===== src/rtl/fbsc_pkg.sv =====
// ----------------------------------------------------------------------------
// fbsc_pkg
// shared types, field widths, codes and helpers of the frame store scroller
// ----------------------------------------------------------------------------
package fbsc_pkg;

	localparam int DEF_MAX_WIDTH  = 256;
	localparam int DEF_MAX_HEIGHT = 256;
	localparam int DEF_PIXEL_BITS = 32;

	localparam int DIM_W     = 9;
	localparam int COORD_W   = 8;
	localparam int VALUE_W   = 32;
	localparam int ACTION_W  = 2;
	localparam int STATUS_W  = 2;
	localparam int SHIFT_W   = 9;
	localparam int CFG_IDX_W = 2;
	localparam int DIM_RESET = 256;

	localparam logic [CFG_IDX_W-1:0] CFG_WIDTH  = CFG_IDX_W'(0);
	localparam logic [CFG_IDX_W-1:0] CFG_HEIGHT = CFG_IDX_W'(1);

	typedef enum logic [ACTION_W-1:0] {
		ACT_WRITE  = 2'd0,
		ACT_READ   = 2'd1,
		ACT_SCROLL = 2'd2,
		ACT_NONE   = 2'd3
	} action_t;

	typedef enum logic [STATUS_W-1:0] {
		ST_DONE  = 2'd0,
		ST_ZERO  = 2'd1,
		ST_RANGE = 2'd2
	} status_t;

	// operand choice of the shared multiply-add
	typedef enum logic [1:0] {
		MA_PIX  = 2'd0,
		MA_OFF  = 2'd1,
		MA_LAST = 2'd2
	} madd_sel_t;

	typedef struct packed {
		logic      load;
		logic      madd_en;
		madd_sel_t madd_sel;
		logic      off_load;
		logic      scan_init;
		logic      scan_step;
		logic      pix_wr;
		logic      pix_rd;
		logic      out_load;
	} fbsc_cmd_t;

	typedef struct packed {
		action_t action;
		logic    pix_oob;
		logic    zero_mv;
		logic    off_oob;
		logic    scan_last;
	} fbsc_stat_t;

	// zero reads as one, anything above the maximum reads as the maximum
	function automatic logic [DIM_W-1:0] clamp_dim(input logic [DIM_W-1:0] v,
		input int unsigned maxv);
		logic [DIM_W-1:0] r;
		r = v;
		if (v == '0)
			r = DIM_W'(1);
		else if (32'(v) > maxv)
			r = DIM_W'(maxv);
		return r;
	endfunction

endpackage


===== src/rtl/fbsc_ctrl.sv =====
// ----------------------------------------------------------------------------
// fbsc_ctrl
// sequencing state machine and result handshake of the frame store scroller
// ----------------------------------------------------------------------------
module fbsc_ctrl import fbsc_pkg::*; (
	input  logic       clk,
	input  logic       arst_n,
	input  logic       item_valid,
	output logic       item_ready,
	output logic       res_valid,
	input  logic       res_ready,
	input  fbsc_stat_t stat,
	output fbsc_cmd_t  cmd
);

	typedef enum logic [2:0] {
		S_IDLE,
		S_DECODE,
		S_PIX,
		S_SC_OFF,
		S_SC_INIT,
		S_SCAN,
		S_FINISH
	} state_t;

	state_t state_q, nxt;
	logic   out_valid_q;

	always_comb begin
		cmd        = '0;
		nxt        = state_q;
		item_ready = (state_q == S_IDLE);
		unique case (state_q)
			S_IDLE: begin
				if (item_valid) begin
					cmd.load = 1'b1;
					nxt      = S_DECODE;
				end
			end
			S_DECODE: begin
				cmd.madd_en  = 1'b1;
				cmd.madd_sel = (stat.action == ACT_SCROLL) ? MA_OFF : MA_PIX;
				unique case (stat.action)
					ACT_WRITE, ACT_READ: nxt = stat.pix_oob ? S_FINISH : S_PIX;
					ACT_SCROLL: nxt = (stat.zero_mv || stat.off_oob) ? S_FINISH : S_SC_OFF;
					ACT_NONE: nxt = S_FINISH;
				endcase
			end
			S_PIX: begin
				cmd.pix_wr = (stat.action == ACT_WRITE);
				cmd.pix_rd = (stat.action == ACT_READ);
				nxt        = S_FINISH;
			end
			S_SC_OFF: begin
				cmd.off_load = 1'b1;
				cmd.madd_en  = 1'b1;
				cmd.madd_sel = MA_LAST;
				nxt          = S_SC_INIT;
			end
			S_SC_INIT: begin
				cmd.scan_init = 1'b1;
				nxt           = S_SCAN;
			end
			S_SCAN: begin
				cmd.scan_step = 1'b1;
				if (stat.scan_last)
					nxt = S_FINISH;
			end
			S_FINISH: begin
				if (!out_valid_q || res_ready) begin
					cmd.out_load = 1'b1;
					nxt          = S_IDLE;
				end
			end
			default: nxt = S_IDLE;
		endcase
	end

	always_ff @(posedge clk or negedge arst_n) begin
		if (!arst_n) begin
			state_q     <= S_IDLE;
			out_valid_q <= 1'b0;
		end else begin
			state_q <= nxt;
			if (cmd.out_load)
				out_valid_q <= 1'b1;
			else if (res_ready)
				out_valid_q <= 1'b0;
		end
	end

	assign res_valid = out_valid_q;

	a_no_overwrite: assert property (@(posedge clk) disable iff (!arst_n)
		cmd.out_load |-> (!out_valid_q || res_ready))
		else $error("result word overwritten before it was taken");

	a_pix_legal: assert property (@(posedge clk) disable iff (!arst_n)
		(state_q == S_PIX) |-> ((stat.action == ACT_WRITE || stat.action == ACT_READ)
		&& !stat.pix_oob))
		else $error("pixel access started for an illegal item");

	a_scroll_legal: assert property (@(posedge clk) disable iff (!arst_n)
		(state_q == S_SC_OFF) |-> (stat.action == ACT_SCROLL && !stat.zero_mv
		&& !stat.off_oob))
		else $error("scroll started for a rejected offset");

endmodule


===== config.mk =====
export PLATFORM = sky130hd
export DESIGN_NAME = fbsc_ctrl
export DESIGN_NICKNAME = d
export VERILOG_FILES = /design/src/rtl/fbsc_pkg.sv /design/src/rtl/fbsc_ctrl.sv
export SDC_FILE = /design/constraint.sdc
export NUM_CORES = 1
export LEC_CHECK = 0
export ABC_AREA = 0
export BUFFER_PORTS_ARGS = -buffer_cell sky130_fd_sc_hd__buf_4
export CORE_AREA = 5 5 42 44
export DETAILED_ROUTE_END_ITERATION = 10
export DIE_AREA = 0 0 47 49
export HOLD_SLACK_MARGIN = 0.12
export PLACE_DENSITY_LB_ADDON = 0.1
export SLEW_MARGIN = 20
export SYNTH_ARGS = -nofsm -noshare
export SYNTH_HDL_FRONTEND = slang
export SYNTH_SLANG_ARGS = --single-unit

===== constraint.sdc =====
create_clock -name clk -period 1.2 [get_ports clk]
set_input_delay 0.18 -clock clk [delete_from_list [all_inputs] [get_ports clk]]
set_output_delay 0.18 -clock clk [all_outputs]
set_load 0.01 [all_outputs]

**After elaboration in Yosys (flattened, before gate mapping)**

Index checks and enable logic that the tools add are counted.

- Bits in registers: 4
- Logic and storage cells: 41

- Muxes and demuxes: 19
- Equal/unequal tests: 12
- Reductions and logical operators: 8

Operators with widths:

| cell | count |
|---|---|
| $pmux W3 S7 | 1 |
| $mux W3 | 5 |
| $mux W1 | 10 |
| $eq A3 B3 Y1 const B | 3 |
| $pmux W3 S3 | 1 |
| $eq A3 B2 Y1 const B | 2 |
| $ne A2 B2 Y1 const B | 3 |
| $pmux W3 S2 | 1 |
| $eq A2 B2 Y1 const B | 2 |
| $eq A3 B1 Y1 const B | 1 |
| $logic_not A3 Y1 | 1 |
| $reduce_and A3 Y1 | 1 |
| $eq A2 B1 Y1 const B | 1 |
| $logic_not A2 Y1 | 1 |
| $logic_or A1 B1 Y1 | 2 |
| $mux W2 | 1 |
| $reduce_bool A2 Y1 | 1 |
| $reduce_or A2 Y1 | 1 |
| $logic_not A1 Y1 | 1 |

**Longest topological paths before layout**

Gate-level depths: netlist (run 1).

- Depth after elaboration: 5
- Mapped depth: 4
- Depth with buffers taken out: 3

**Least setup slack after synthesis (run 1)**

Ideal clock, no wire load.

- Kind: flip-flop to output port
- From: reg state_q[1]
- To: out cmd[9] in the netlist's numbering
- Arrival time: 1130 ps
- Required time: 1020 ps
- Path slack: -110 ps
- Stages on the path, launching flop included: 4
- Path through: dfrtp_1 buf_2 nor3_1 and2_1

RTL lines:

| what | line | RTL |
|---|---|---|
| from (decl) | fbsc_ctrl.sv:26 | `state_t state_q, nxt;` |
| from (signal assigned) | fbsc_ctrl.sv:84 | `state_q <= nxt;` |
| to (decl) | fbsc_ctrl.sv:13 | `output fbsc_cmd_t cmd` |

==> results of run 1 <==
==> layout by cell type (no fill, tap or decap), drive strengths merged <==
cell type / instances
buf: 31
nand2: 4
dfrtp: 4
o21ai: 3
clkbuf: 3
nor3: 3
and2: 3
nor2: 3
nand2b: 3
nor4b: 2
inv: 1
and2b: 1
and4bb: 1
nor4: 1
a311oi: 1
o211ai: 1
o31a: 1
a21o: 1
dlygate4sd3: 1
==> area by class of cell <==
cell class                 instances  area [µm²]  area share [%]
inverter                           1       3.754          0.5525
tap                               16       20.02           2.947
clock buffer                       3       22.52           3.315
sequential                         4       102.6           15.10
multi-input combinational         28       254.0           37.38
timing repair buffer              32       276.5           40.70
==> metrics by stage <==
stage / power [µW] / setup TNS (ps)
3_5_place_dp: 973.6 / 0
6_report: 1497 / -1562
2_1_floorplan: 637.8 / -2.406
5_1_grt: 1616 / -2181
4_1_cts: 1176 / -1450
3_3_place_gp: 977.9 / -4.703
==> cell usage after synthesis, drive strengths merged <==
master / count
a21o: 1
a311oi: 1
and2: 3
and2b: 1
and4bb: 1
buf: 3
dfrtp: 4
inv: 1
nand2: 4
nand2b: 3
nor2: 3
nor3: 3
nor4: 1
nor4b: 2
o211ai: 1
o21ai: 3
o31a: 1
==> registers in the layout, indices dropped and copies added, names as in the netlist <==
name and count:
res_valid 1, state_q 3
==> power by group <==
| part | switching [µW] | internal [µW] | total (µW) |
|---|---|---|---|
| clock network | 56.8 | 112 | 169 |
| logic | 450 | 571 | 1020 |
| registers | 101 | 206 | 307 |
==> layer usage <==
| layer | wire (µm) | up-vias | track usage [%] |
|---|---|---|---|
| met5 | 0 | - | 0 |
| met4 | 19 | 0 | 6.912 |
| met3 | 70 | 2 | 2.583 |
| met2 | 590 | 17 | 14.71 |
| met1 | 429 | 180 | 11.45 |
| li1 | - | 193 | - |
==> timing repair <==
item	4_1_cts	5_1_grt
buffers inserted	1	4
endpoints found under the setup margin	10	12
cloned	0	0
resized for setup	5	19
endpoints found under the hold margin	4	0
hold buffers	1	0
pin swaps	4	3
==> worst max path at each step <==
| stage | end | slack (ps) |
|---|---|---|
| floorplan | cmd[9] | -2 |
| global placement | cmd[2] | -5 |
| detailed placement | state_q[2] | 20 |
| CTS | cmd[6] | -200 |
| global route | cmd[6] | -260 |
| finish | cmd[6] | -210 |
==> logic make-up after synthesis <==
family,Yosys count,synth area share [%]
flip-flops,4,32.13
buffers and inverters,4,6.022
AND/OR/NAND/NOR,21,46.58
AO/OA/AOI/OAI,7,15.26
==> results.yml, run 1 <==
clock_network:
  numCtsBuffers: 3
  cts_sinks: 4
  insertion_delay_ps: 230
  tritoncts: "done"
  htreeDepth: 1
  cts_buffer_depth: 2
  cts_root_buffer: "clkbuf_4"
  clk_pin_slew_ps: 40
timing:
  period_share_pct: 117.4
  tightest_slew_ps: 211.2
  finalHoldViolCount: 0
  hold_slack_ps: 280.6
  fmax_ghz: 0.7098
  rsz0062_at_grt: "yes"
  setup_violations: 11
  skew_ps: 2.571
  maxSlewHeadroom_pct: 85.80
  fin_ws_ps: -208.9
  min_period_ps: 1409
  slew_viol_final: 0
routing:
  wire_per_inst_um: 13.21
  drc_errors: 0
  wl_um: 1110
  num_vias: 392
  via_per_inst: 4.667
  ant_nets: 0
  firstDrtPassIters: 4
  drt_iter0_drc: 5
floorplanning:
  die_area_mm2: 0.002303
  coreArea_mm2: 0.001401
  start_util_pct: 22.23
  die_y_um: 49
  io_pins: 22
  fp-row-count: 14
  die_w_um: 47
status:
  outcome: "finished with violations"
  violations: "negative setup slack"
hold_path:
  hold_path_class: "in -> async"
yosys:
  synth_top_area_cell: "dfrtp_1"
  synthCells: 36
  ys_warn_count: 0
  synth_seq_cells: 4
  syn-num-nets: 46
  syn_area_per_cell_um2: 8.654
  seq_area_frac_synth_pct: 32.13
  netlist_area_um2: 311.5
  ys_types: 19
  synth_top_area_share_pct: 32.13
  synth_area_leaders: "dfrtp_1 32%, nor4b_4 7.6%, and2_1 6.0%"
worst_setup_path:
  start_kind: "register"
  critical_path.max_fanout: 5
  critPathKind: "reg -> out"
  crit_slowest_cell: "dfrtp_2"
  crit_path_end_kind: "primary output"
  crit_start: "state_q[0]"
  max_stage_delay_ps: 440
  path_depth: 3
  reg2reg_slack_ps: 40
  worstReg2RegStart: "state_q[1]"
  arrival_ps: 1230
  worst-path-buf-inv: 1
  path_delay_family: "flip-flops"
  rr_endpoint: "state_q[2]"
  crit_chain: "and2b_1 -> and4bb_2 -> buf_6"
  r2r_cells: 3
  critPathRequiredTime_ps: 1020
global_routing:
  grt_max_degree: 10
  grt_pass1_wl_um: 1621
  grt_util_all_layers_pct: 9.796
  antenna_found_initial: 0
  overflow: 0
  grt_pass1_vias: 376
pwr:
  irDropWorstVdd_v: 0.001058
  p_per_area_mw_per_mm2: 2203
  power_leakage_uw: 0.0003180
cells_and_area:
  n_antenna_cell: 0
  areaGrowthSynthToFinish_pct: 118.1
  fin_util_pct: 48.48
  post_route_cells_drive_above_1_share_pct: 70.59
  fill_cells: 151
  fin_area_um2: 679.4
  layout.cells.non_filler: 84
  finalNetCount: 80
place:
  dp_slack_ps: 20.48
  placed_cells: 75
  dp_hpwl_um: 729.1
  placed_cell_area_um2: 523.0
  gp_congestion: 0.6925
  portBuffers: 21
run:
  drv_cap: 0
No activity file was read; power rests on OpenSTA's default activity.
==> run 2, diff against run 1 <==
--- a/config.mk
+++ b/config.mk
@@ -10,8 +10,8 @@
 export CORE_AREA = 5 5 42 44
 export DETAILED_ROUTE_END_ITERATION = 10
 export DIE_AREA = 0 0 47 49
+export GPL_ROUTABILITY_DRIVEN = 1
 export HOLD_SLACK_MARGIN = 0.12
-export PLACE_DENSITY_LB_ADDON = 0.1
 export SLEW_MARGIN = 20
 export SYNTH_ARGS = -nofsm -noshare
 export SYNTH_HDL_FRONTEND = slang
==> run 2 against run 1 <==
The run still ends with negative setup slack left; clock-buffer cell count is the same; largest cell class unchanged; via count grew 3.1%; critical path depth is the same; highest routed layer is now met3; register-to-register slack lost 30 ps.
==> results.yml, run 2 (same netlist as run 1, synthesis figures left out) <==
worst_setup_path:
  arrival_ps: 1250
  rr_endpoint: "state_q[0]"
  start_kind: "register"
  reg2reg_slack_ps: 10
  worstReg2RegStart: "state_q[2]"
  crit_start: "state_q[0]"
  cp-endpoint: "cmd[6]"
  critPathRequiredTime_ps: 1020
  crit_path_end_kind: "primary output"
  critPathKind: "reg -> out"
  r2r_cells: 6
  critical_path.max_fanout: 6
clock_network:
  tritoncts: "done"
  cts_sinks: 4
  cts_buffer_depth: 2
  clk_pin_slew_ps: 30
  insertion_delay_ps: 240
  numCtsBuffers: 3
  htreeDepth: 1
  cts_root_buffer: "clkbuf_4"
place:
  gp_congestion: 0.7139
  placed_cell_area_um2: 523.0
  portBuffers: 21
  dp_hpwl_um: 746.1
cells_and_area:
  layout.cells.most_common: "buf_4"
  post_route_cells_drive_above_1_share_pct: 78.87
  fin_area_um2: 704.4
  regMostFlops: "state_q"
  finalNetCount: 83
  most-common-layout-cells: "27 x buf_4, 6 x buf_6, 3 x and2_1, 3 x clkbuf_4, 3 x dfrtp_2"
  n_antenna_cell: 0
  fin_util_pct: 50.27
  areaGrowthSynthToFinish_pct: 126.1
  largest_reg_flops: 3
  fill_cells: 138
pwr:
  irDropWorstVdd_v: 0.001082
  pwr-share-comb_pct: 68.7
  swShare_pct: 38.46
  p_per_area_mw_per_mm2: 2191
  switchingPower_uw: 593.8
  seq_power_share_pct: 20.7
  p_clk_share_pct: 10.7
  power_leakage_uw: 0.0003362
  internal_power_uw: 950.0
global_routing:
  overflow: 0
  grt_max_degree: 10
  antenna_found_initial: 0
  grt_pass1_wl_um: 1587
  grt_pass1_vias: 394
  grt_util_all_layers_pct: 9.830
timing:
  finalHoldViolCount: 0
  period_share_pct: 118.9
  tightest_slew_ps: 238.9
  setup_violations: 11
  maxSlewHeadroom_pct: 84.00
  min_period_ps: 1427
  rsz0062_at_grt: "yes"
  fin_ws_ps: -227.1
  slew_viol_final: 0
  skew_ps: 4.713
  fmax_ghz: 0.7007
routing:
  wire_per_inst_um: 12.67
  via_per_inst: 4.644
  ant_nets: 0
  num_vias: 404
  drt_iter0_drc: 3
  drc_errors: 0
  firstDrtPassIters: 2
  wl_um: 1102
hold_path:
  hold_path_class: "in -> reg"
floorplanning:
  fp-row-count: 14
  io_pins: 22
  start_util_pct: 22.23
  coreArea_mm2: 0.001401
  die_w_um: 47
  die_y_um: 49
  die_area_mm2: 0.002303
status:
  violations: "negative setup slack"
  outcome: "finished with violations"
run:
  drv_cap: 0
-- run 2: cell count changes in the layout (fill, tap and decap cells not counted), sizes merged --
| cell | delta |
|---|---|
| buf | +3 |
-- run 2: layer usage --
metal | track usage [%] | part of all wire [%] | vias to the layer above
li1 | - | - | 201
met1 | 11.14 | 38 | 192
met2 | 14.71 | 59 | 11
met3 | 4.428 | 3.4 | 0
met4 | 5.530 | 0 | 0
met5 | 0 | 0 | -
-- run 2: worst max-delay path, cell delays in order, from the launching register on --
cell	delay, ps
dfrtp_2	440
and2b_2	220
and4bb_2	220
buf_4	140
-- run 2: layout make-up --
| class | instances | area, µm² | area share, % |
|---|---|---|---|
| Timing Repair Buffer | 35 | 300.3 | 42.63 |
| Multi-Input combinational cell | 28 | 251.5 | 35.70 |
| Sequential cell | 4 | 103.9 | 14.74 |
| Clock buffer | 3 | 22.52 | 3.197 |
| Tap cell | 16 | 20.02 | 2.842 |
| Inverter | 1 | 6.256 | 0.8881 |
-- run 2: timing repair --
action                                 CTS  global route
setup buffers                            6             2
endpoints found under the hold margin    4             0
gates resized for setup                 11            12
pin swaps                                8             5
hold buffers                             1             0
setup endpoints to repair               11            13
-- run 2: worst min-delay path by stage --
| stage | from | to | slack [ps] | cells past startpoint |
|---|---|---|---|---|
| after global placement | arst_n | state_q[1] | -20 | 1 |
| final | stat[0] | state_q[0] | 260 | 3 |
| after detailed placement | arst_n | state_q[2] | -20 | 1 |
| after CTS | stat[0] | state_q[0] | 240 | 3 |
| after global routing | stat[0] | state_q[0] | 250 | 3 |
| after floorplan | arst_n | res_valid | -120 | 0 |
-- run 2: power groups by stage --
stage / combinational, µW / sequential, µW / clock, µW
3_3_place_gp: 667 / 298 / 0
5_1_grt: 1140 / 334 / 193
6_report: 1060 / 319 / 165
3_5_place_dp: 670 / 300 / 0
2_1_floorplan: 398 / 239 / 0
4_1_cts: 866 / 314 / 172
-- run 2: per-stage QoR --
| step | hold slack (ps) | setup WS [ps] | setup TNS [ps] | power (µW) | cells |
|---|---|---|---|---|---|
| finish | 262.4 | -227.1 | -1514 | 1544 | 87 |
| floorplan | -115.6 | -2.406 | -2.406 | 637.8 | 36 |
| CTS | 241.7 | -226.2 | -1473 | 1352 | 85 |
| global placement | -20.60 | 23.99 | 0 | 964.8 | 75 |
| detailed placement | -21.13 | -2.367 | -2.367 | 970.7 | 75 |
| global route | 246.7 | -288.7 | -2262 | 1663 | 87 |
